**config.mk**
```make
export PLATFORM = sky130hd
export DESIGN_NAME = http2_settings_payload_parser_core
export DESIGN_NICKNAME = d
export VERILOG_FILES = /design/src/rtl/hsp_pkg.sv /design/src/rtl/hsp_entry_check.sv /design/src/rtl/hsp_out_reg.sv /design/src/rtl/http2_settings_payload_parser_core.sv
export SDC_FILE = /design/constraint.sdc
export NUM_CORES = 1
export LEC_CHECK = 0
export BUFFER_PORTS_ARGS = -buffer_cell sky130_fd_sc_hd__clkbuf_2
export CELL_PAD_IN_SITES_DETAIL_PLACEMENT = 1
export CELL_PAD_IN_SITES_GLOBAL_PLACEMENT = 1
export CORE_MARGIN = 2
export CORE_UTILIZATION = 45
export DETAILED_ROUTE_END_ITERATION = 10
export PLACE_DENSITY_LB_ADDON = 0.1
export SYNTH_ARGS = -nofsm -noshare
export SYNTH_HDL_FRONTEND = slang
export SYNTH_SLANG_ARGS = --single-unit
```
**constraint.sdc**
```tcl
create_clock -name clk_i -period 14.43 [get_ports clk_i]
set_clock_uncertainty 0.15 [all_clocks]
set_input_delay 2.886 -clock clk_i [delete_from_list [all_inputs] [get_ports clk_i]]
set_output_delay 2.886 -clock clk_i [all_outputs]
set_load 0.02 [all_outputs]
```
**src/rtl/hsp_pkg.sv**
```systemverilog
package hsp_pkg;

  localparam int unsigned ByteW  = 8;
  localparam int unsigned IdW    = 16;
  localparam int unsigned ValueW = 32;
  localparam int unsigned ShiftW = 40;
  localparam int unsigned PosW   = 3;

  // position of the byte that completes a six-byte entry
  localparam logic [PosW-1:0] ENTRY_LAST_POS = 3'd5;

  localparam logic [ValueW-1:0] WINDOW_MAX = 32'd2147483647;
  localparam logic [ValueW-1:0] FRAME_MIN  = 32'd16384;
  localparam logic [ValueW-1:0] FRAME_MAX  = 32'd16777215;

  typedef enum logic [2:0] {
    ST_APPLIED     = 3'd0,
    ST_BAD_VALUE   = 3'd1,
    ST_UNKNOWN_ID  = 3'd2,
    ST_TRUNCATED   = 3'd3,
    ST_SKIPPED     = 3'd4
  } status_e;

  typedef enum logic [IdW-1:0] {
    ID_TABLE_SIZE        = 16'd1,
    ID_ENABLE_PUSH       = 16'd2,
    ID_MAX_STREAMS       = 16'd3,
    ID_WINDOW_SIZE       = 16'd4,
    ID_MAX_FRAME_SIZE    = 16'd5,
    ID_MAX_HEADER_LIST   = 16'd6
  } setting_id_e;

  typedef struct packed {
    logic [31:0] table_size;
    logic        push_enabled;
    logic [31:0] max_streams;
    logic [30:0] window_size;
    logic [23:0] frame_size_limit;
    logic [31:0] header_list_limit;
  } settings_t;

  localparam settings_t SETTINGS_RESET = '{
    table_size:        32'd4096,
    push_enabled:      1'b1,
    max_streams:       32'hFFFF_FFFF,
    window_size:       31'd65535,
    frame_size_limit:  24'd16384,
    header_list_limit: 32'hFFFF_FFFF
  };

  typedef struct packed {
    logic [IdW-1:0]    entry_id;
    logic [ValueW-1:0] entry_value;
    status_e           entry_status;
    logic              frame_done;
    logic              frame_ok;
    settings_t         settings;
  } result_t;

endpackage

```
**src/rtl/hsp_entry_check.sv**
```systemverilog
module hsp_entry_check
  import hsp_pkg::*;
(
  input  logic [IdW-1:0]    id_i,
  input  logic [ValueW-1:0] value_i,
  input  settings_t         cur_i,
  output status_e           status_o,
  output settings_t         next_o
);

  always_comb begin
    next_o   = cur_i;
    status_o = ST_APPLIED;
    unique case (id_i)
      ID_TABLE_SIZE: next_o.table_size = value_i;
      ID_ENABLE_PUSH: begin
        if (value_i > 32'd1) status_o = ST_BAD_VALUE;
        else next_o.push_enabled = value_i[0];
      end
      ID_MAX_STREAMS: next_o.max_streams = value_i;
      ID_WINDOW_SIZE: begin
        if (value_i > WINDOW_MAX) status_o = ST_BAD_VALUE;
        else next_o.window_size = value_i[30:0];
      end
      ID_MAX_FRAME_SIZE: begin
        if (value_i < FRAME_MIN || value_i > FRAME_MAX) status_o = ST_BAD_VALUE;
        else next_o.frame_size_limit = value_i[23:0];
      end
      ID_MAX_HEADER_LIST: next_o.header_list_limit = value_i;
      default: status_o = ST_UNKNOWN_ID;
    endcase
  end

endmodule

```
**src/rtl/hsp_out_reg.sv**
```systemverilog
module hsp_out_reg
  import hsp_pkg::*;
(
  input  logic    clk_i,
  input  logic    rst_ni,
  input  logic    load_i,
  input  result_t result_i,
  output logic    free_o,
  output logic    out_valid_o,
  input  logic    out_stall_i,
  output result_t result_o
);

  logic    valid_q, valid_d;
  result_t data_q;

  assign free_o = !valid_q || !out_stall_i;

  always_comb begin
    valid_d = valid_q;
    if (load_i) valid_d = 1'b1;
    else if (!out_stall_i) valid_d = 1'b0;
  end

  always_ff @(posedge clk_i or negedge rst_ni) begin
    if (!rst_ni) begin
      valid_q <= 1'b0;
    end else begin
      valid_q <= valid_d;
    end
  end

  always_ff @(posedge clk_i) begin
    if (load_i) begin
      data_q <= result_i;
    end
  end

  assign out_valid_o = valid_q;
  assign result_o    = data_q;

endmodule

```
**src/rtl/http2_settings_payload_parser_core.sv**
```systemverilog
// a byte is held in the input register; a result it gives loads into the output register
// throughput: one byte per cycle; only a byte with a result waits, on a stalled full output
// the parse state and stored settings advance once per byte, in a single registered pass
// reset: asynchronous, active low; clears the entry position, shift and error flag, and
// loads the stored settings with their protocol defaults
module http2_settings_payload_parser_core
  import hsp_pkg::*;
(
  input  logic              clk_i,
  input  logic              rst_ni,
  input  logic              in_valid_i,
  output logic              in_stall_o,
  input  logic [ByteW-1:0]  data_byte_i,
  input  logic              last_byte_i,
  output logic              out_valid_o,
  input  logic              out_stall_i,
  output logic [IdW-1:0]    entry_id_o,
  output logic [ValueW-1:0] entry_value_o,
  output logic [2:0]        entry_status_o,
  output logic              frame_done_o,
  output logic              frame_ok_o,
  output logic [31:0]       table_size_o,
  output logic              push_enabled_o,
  output logic [31:0]       max_streams_o,
  output logic [30:0]       window_size_o,
  output logic [23:0]       frame_size_limit_o,
  output logic [31:0]       header_list_limit_o
);

  // input register
  logic             s1_valid_q, s1_valid_d;
  logic [ByteW-1:0] s1_byte_q;
  logic             s1_last_q;

  // parse state
  logic [PosW-1:0]   pos_q, pos_d;
  logic [ShiftW-1:0] shift_q, shift_d;
  logic              err_q, err_d;
  settings_t         set_q, set_d;

  logic              complete;
  logic [IdW-1:0]    cur_id;
  logic [ValueW-1:0] cur_value;
  status_e           chk_status;
  settings_t         chk_next;
  logic              err_mid;
  logic              emit;
  result_t           res;
  result_t           res_q;
  logic              out_free;
  logic              s1_adv;
  logic              in_accept;

  assign complete  = pos_q >= ENTRY_LAST_POS;
  assign cur_id    = shift_q[39:24];
  assign cur_value = {shift_q[23:0], s1_byte_q};

  hsp_entry_check u_check (
    .id_i     (cur_id),
    .value_i  (cur_value),
    .cur_i    (set_q),
    .status_o (chk_status),
    .next_o   (chk_next)
  );

  always_comb begin
    pos_d   = pos_q;
    shift_d = shift_q;
    err_mid = err_q;
    set_d   = set_q;
    emit    = 1'b0;
    res.entry_id     = '0;
    res.entry_value  = '0;
    res.entry_status = ST_APPLIED;
    if (complete) begin
      res.entry_id    = cur_id;
      res.entry_value = cur_value;
      if (err_q) begin
        res.entry_status = ST_SKIPPED;
      end else begin
        res.entry_status = chk_status;
        if (chk_status != ST_APPLIED) err_mid = 1'b1;
        else set_d = chk_next;
      end
      pos_d   = '0;
      shift_d = '0;
      emit    = 1'b1;
    end else begin
      shift_d = {shift_q[ShiftW-ByteW-1:0], s1_byte_q};
      pos_d   = pos_q + 3'd1;
      if (s1_last_q) begin
        res.entry_status = ST_TRUNCATED;
        err_mid = 1'b1;
        emit    = 1'b1;
      end
    end
    res.frame_done = s1_last_q;
    res.frame_ok   = !err_mid;
    res.settings   = set_d;
    err_d = err_mid;
    // end of payload returns the entry state to zero, settings persist
    if (s1_last_q) begin
      pos_d   = '0;
      shift_d = '0;
      err_d   = 1'b0;
    end
  end

  assign s1_adv     = s1_valid_q && (!emit || out_free);
  assign in_stall_o = s1_valid_q && !s1_adv;
  assign in_accept  = in_valid_i && !in_stall_o;

  always_comb begin
    s1_valid_d = s1_valid_q;
    if (in_accept) s1_valid_d = 1'b1;
    else if (s1_adv) s1_valid_d = 1'b0;
  end

  always_ff @(posedge clk_i or negedge rst_ni) begin
    if (!rst_ni) begin
      s1_valid_q <= 1'b0;
      pos_q      <= '0;
      shift_q    <= '0;
      err_q      <= 1'b0;
      set_q      <= SETTINGS_RESET;
    end else begin
      s1_valid_q <= s1_valid_d;
      if (s1_adv) begin
        pos_q   <= pos_d;
        shift_q <= shift_d;
        err_q   <= err_d;
        set_q   <= set_d;
      end
    end
  end

  always_ff @(posedge clk_i) begin
    if (in_accept) begin
      s1_byte_q <= data_byte_i;
      s1_last_q <= last_byte_i;
    end
  end

  hsp_out_reg u_out (
    .clk_i       (clk_i),
    .rst_ni      (rst_ni),
    .load_i      (s1_adv && emit),
    .result_i    (res),
    .free_o      (out_free),
    .out_valid_o (out_valid_o),
    .out_stall_i (out_stall_i),
    .result_o    (res_q)
  );

  assign entry_id_o          = res_q.entry_id;
  assign entry_value_o       = res_q.entry_value;
  assign entry_status_o      = res_q.entry_status;
  assign frame_done_o        = res_q.frame_done;
  assign frame_ok_o          = res_q.frame_ok;
  assign table_size_o        = res_q.settings.table_size;
  assign push_enabled_o      = res_q.settings.push_enabled;
  assign max_streams_o       = res_q.settings.max_streams;
  assign window_size_o       = res_q.settings.window_size;
  assign frame_size_limit_o  = res_q.settings.frame_size_limit;
  assign header_list_limit_o = res_q.settings.header_list_limit;

endmodule
```
==> summary.txt <==
Outcome
  – Outcome: completed

Timing
  – RSZ-0062 raised after global routing: no
  – Final Slew Violations: 0
  – Measured slew at the worst slew-check pin: 1254 ps
  – Final Cycle Share: 45.46%
  – Fmax achieved: 152.4 MHz
  – Crit path time final: 6560 ps
  – Slew HR: 16.21%
  – Setup_tns: 0 ps
  – Final hold vios: 0
  – Final setup fails: 0

GRT
  – Number of global-route vias before repair: 9409
  – Tot GR Track Use: 20.37%
  – Initial antenna violation count: 0
  – Global-route wire length before repair: 58860 µm
  – Grt total ovfl: 0
  – Pin count of the biggest net entering global routing: 72

Floorplan
  – Die Ht: 195.3 µm
  – Placement row count: 70
  – Starting Density: 45.30%
  – Io pins: 220
  – Die footprint: 38140 µm²
  – CORE AREA: 36350 µm²
  – Die width: 195.3 µm

Power
  – Max rail drop VDD: 103.0 µV
  – LEAKAGE: 8.516 nW
  – Pwr/cell area: 140.7 nW/µm²

Routing
  – Drt wl/cell: 22.88 µm
  – TritonRoute pass-1 iters: 6
  – WL final: 38230 µm
  – Antenna-violating nets left: 0
  – Drt first-iter violations: 386
  – Via count of the routed design: 8894
  – Vias/cell: 5.323
  – DRC errors left: 0

Placed design
  – # port buffers: 219
  – Final Wtd Congestion: 0.7156
  – HPWL Detailed: 23090 µm
  – Placed instance count: 1589

Final layout
  – Share of layout cells above drive strength 1: 46.80%
  – Synth-to-layout area growth: 17.62%
  – # diodes: 0
  – # nets final: 1182
  – Non-Filler Instances: 1671

Synth
  – Synthesized area: 16470 µm²
  – Syn Area/Cell: 16.98 µm²
  – Main combinational cell family by area after synthesis: multiplexers
  – Area leader, netlist: edfxtp_1
  – Syn nets: 985
  – Post-synth cell types: 39
  – Post-Synth Simple-Gate Area: 4.118%
  – Top-count cell post-synth: edfxtp_1
  – Ys async rst share: 48.06%
  – Yosys warning count: 0
  – Most area-consuming cells after synthesis: edfxtp_1 (39%), dfrtp_1 (17%), dfstp_2 (13%)
  – Synth Flop Type: edfxtp_1
  – Post-synth EDFFs: 214
  – Flops & latches, synth: 412
  – Adder-Cell Fraction of Synth Area: 0.1520%
  – Compound-cell area share of the yosys netlist: 2.781%
  – Synth top cells by count: edfxtp_1 (214), mux2_2 (166), mux2_1 (138)
  – Post-synthesis xor/xnor area fraction: 0.05319%
  – Yosys top cell area share: 39.02%
  – Mux cell area share after synthesis: 20.79%
  – Syn Inst Count: 970
  – Seq/Total Area, Yosys: 69.74%

Clocking
  – Clock Sinks: 412
  – Cts bufs inserted: 44
  – Post-CTS Resized: 0
  – CTS tree: done
  – # hold bufs at CTS: 0
  – Clk root buf: clkbuf_16
  – Post-CTS Repair Setup Buffers: 0
  – Clock Path Buffers: 3
  – Worst skew pair latency: 550 ps
  – H-tree depth: 2
  – CTS clk-pin slew, worst paths: 60 ps

Worst setup path
  – Slowest cell on the critical path: clkbuf_2
  – CP max FO: 4
  – Worst reg2reg path depth: 7
  – Critical R2R Capture: u_out.result_o[45]
  – Levels on crit path: 6
  – Critical path type: in -> out
  – Reg2reg setup slack: 9610 ps
  – Critical path launch point type: primary input
  – Slowest stage delay, CP: 160 ps
  – CP required: 11390 ps
  – Worst path cell trace: clkbuf_2 > nand2_1 > nor2_1 > nand2_1 > inv_1 > clkbuf_2
  – Worst R2R Start: pos_q[0]
  – Critical path origin: out_stall_i
  – Worst setup path endpoint: in_stall_o
  – Worst setup EP type: output pin
  – CP top delay family: simple AND/OR/NAND/NOR gates
  – Arr. time, crit path: 3520 ps
  – CP Buf/Inv Count: 3

Hold path
  – Worst Hold Class: reg -> reg

Job
  – Max-cap viol count: 0
## metal layers
| layer | vias to the layer above | wire length [µm] | track usage (%) |
|---|---|---|---|
| met3 | 54 | 1470 | 3.316 |
| met2 | 188 | 18760 | 33.78 |
| met5 | - | 0 | 0 |
| li1 | 3976 | - | - |
| met4 | 0 | 760 | 5.230 |
| met1 | 4676 | 17240 | 28.17 |
## cell usage in the layout, fill, tap and decap left out, drive strengths merged, types with 3 or more instances in the layout
master	count
mux2	304
clkbuf	280
edfxtp	214
dfrtp	115
dfstp	83
and2	52
a22o	40
buf	16
clkinv	15
nor2	14
nand2	10
nor4	9
nor3	8
nand3	4
o21ai	4
nand4	3
o31ai	3
inv	3
and4	3
## stage by stage
stage               area, µm²  util (%)  power [mW]  setup slack, ps  hold WS [ps]
floorplan               16470         -       1.542             1320         302.2
global placement        17940     49.36       1.637             7879         313.0
detailed placement      17940     49.36       1.643             7864         320.0
CTS                     19370     53.29       2.761             7860         336.9
global route            19370     53.29       2.823             7788         355.5
finish                  19370     53.29       2.725             7870         332.8
## sequential cells by signal (all words and copies together) (netlist names)
name	flops
u_out.result_o	205
set_q	152
shift_q	40
s1_byte_q	8
pos_q	3
err_q	1
s1_last_q	1
s1_valid_q	1
u_out.out_valid_o	1
## worst min path at each step
stage	start	endpoint	slack, ps	cells past startpoint
after global routing	set_q[146]	set_q[146]	360	1
final	set_q[130]	set_q[130]	330	1
after CTS	set_q[79]	set_q[79]	340	1
after floorplan	set_q[72]	set_q[72]	300	1
after detailed placement	set_q[79]	set_q[79]	320	1
after global placement	set_q[76]	set_q[76]	310	1
## area by class of cell
cell class | instances | area, µm²
clock inverters | 20 | 166.4
clock buffers | 62 | 1261
repair buffers | 234 | 1219
multi-input cells | 473 | 4644
inverters | 2 | 7.507
fillers | 3382 | 16980
well taps | 468 | 585.6
flip-flops and latches | 412 | 11480
## where the power goes
group | internal (mW) | leakage, nW | switching (mW) | total, mW
Clock | 0.648 | 0.700 | 0.463 | 1.11
Combinational | 0.0599 | 3.29 | 0.160 | 0.219
Sequential | 1.32 | 4.52 | 0.0800 | 1.40
## cells by family after synthesis
logic type	after synthesis
XOR/XNOR	1
multiplexers	304
adder cells (fa/ha/maj)	2
AND/OR/NAND/NOR	111
AO/OA/AOI/OAI	55
buffers and inverters	85
flip-flops	412
No activity file was read; power rests on OpenSTA's default activity.
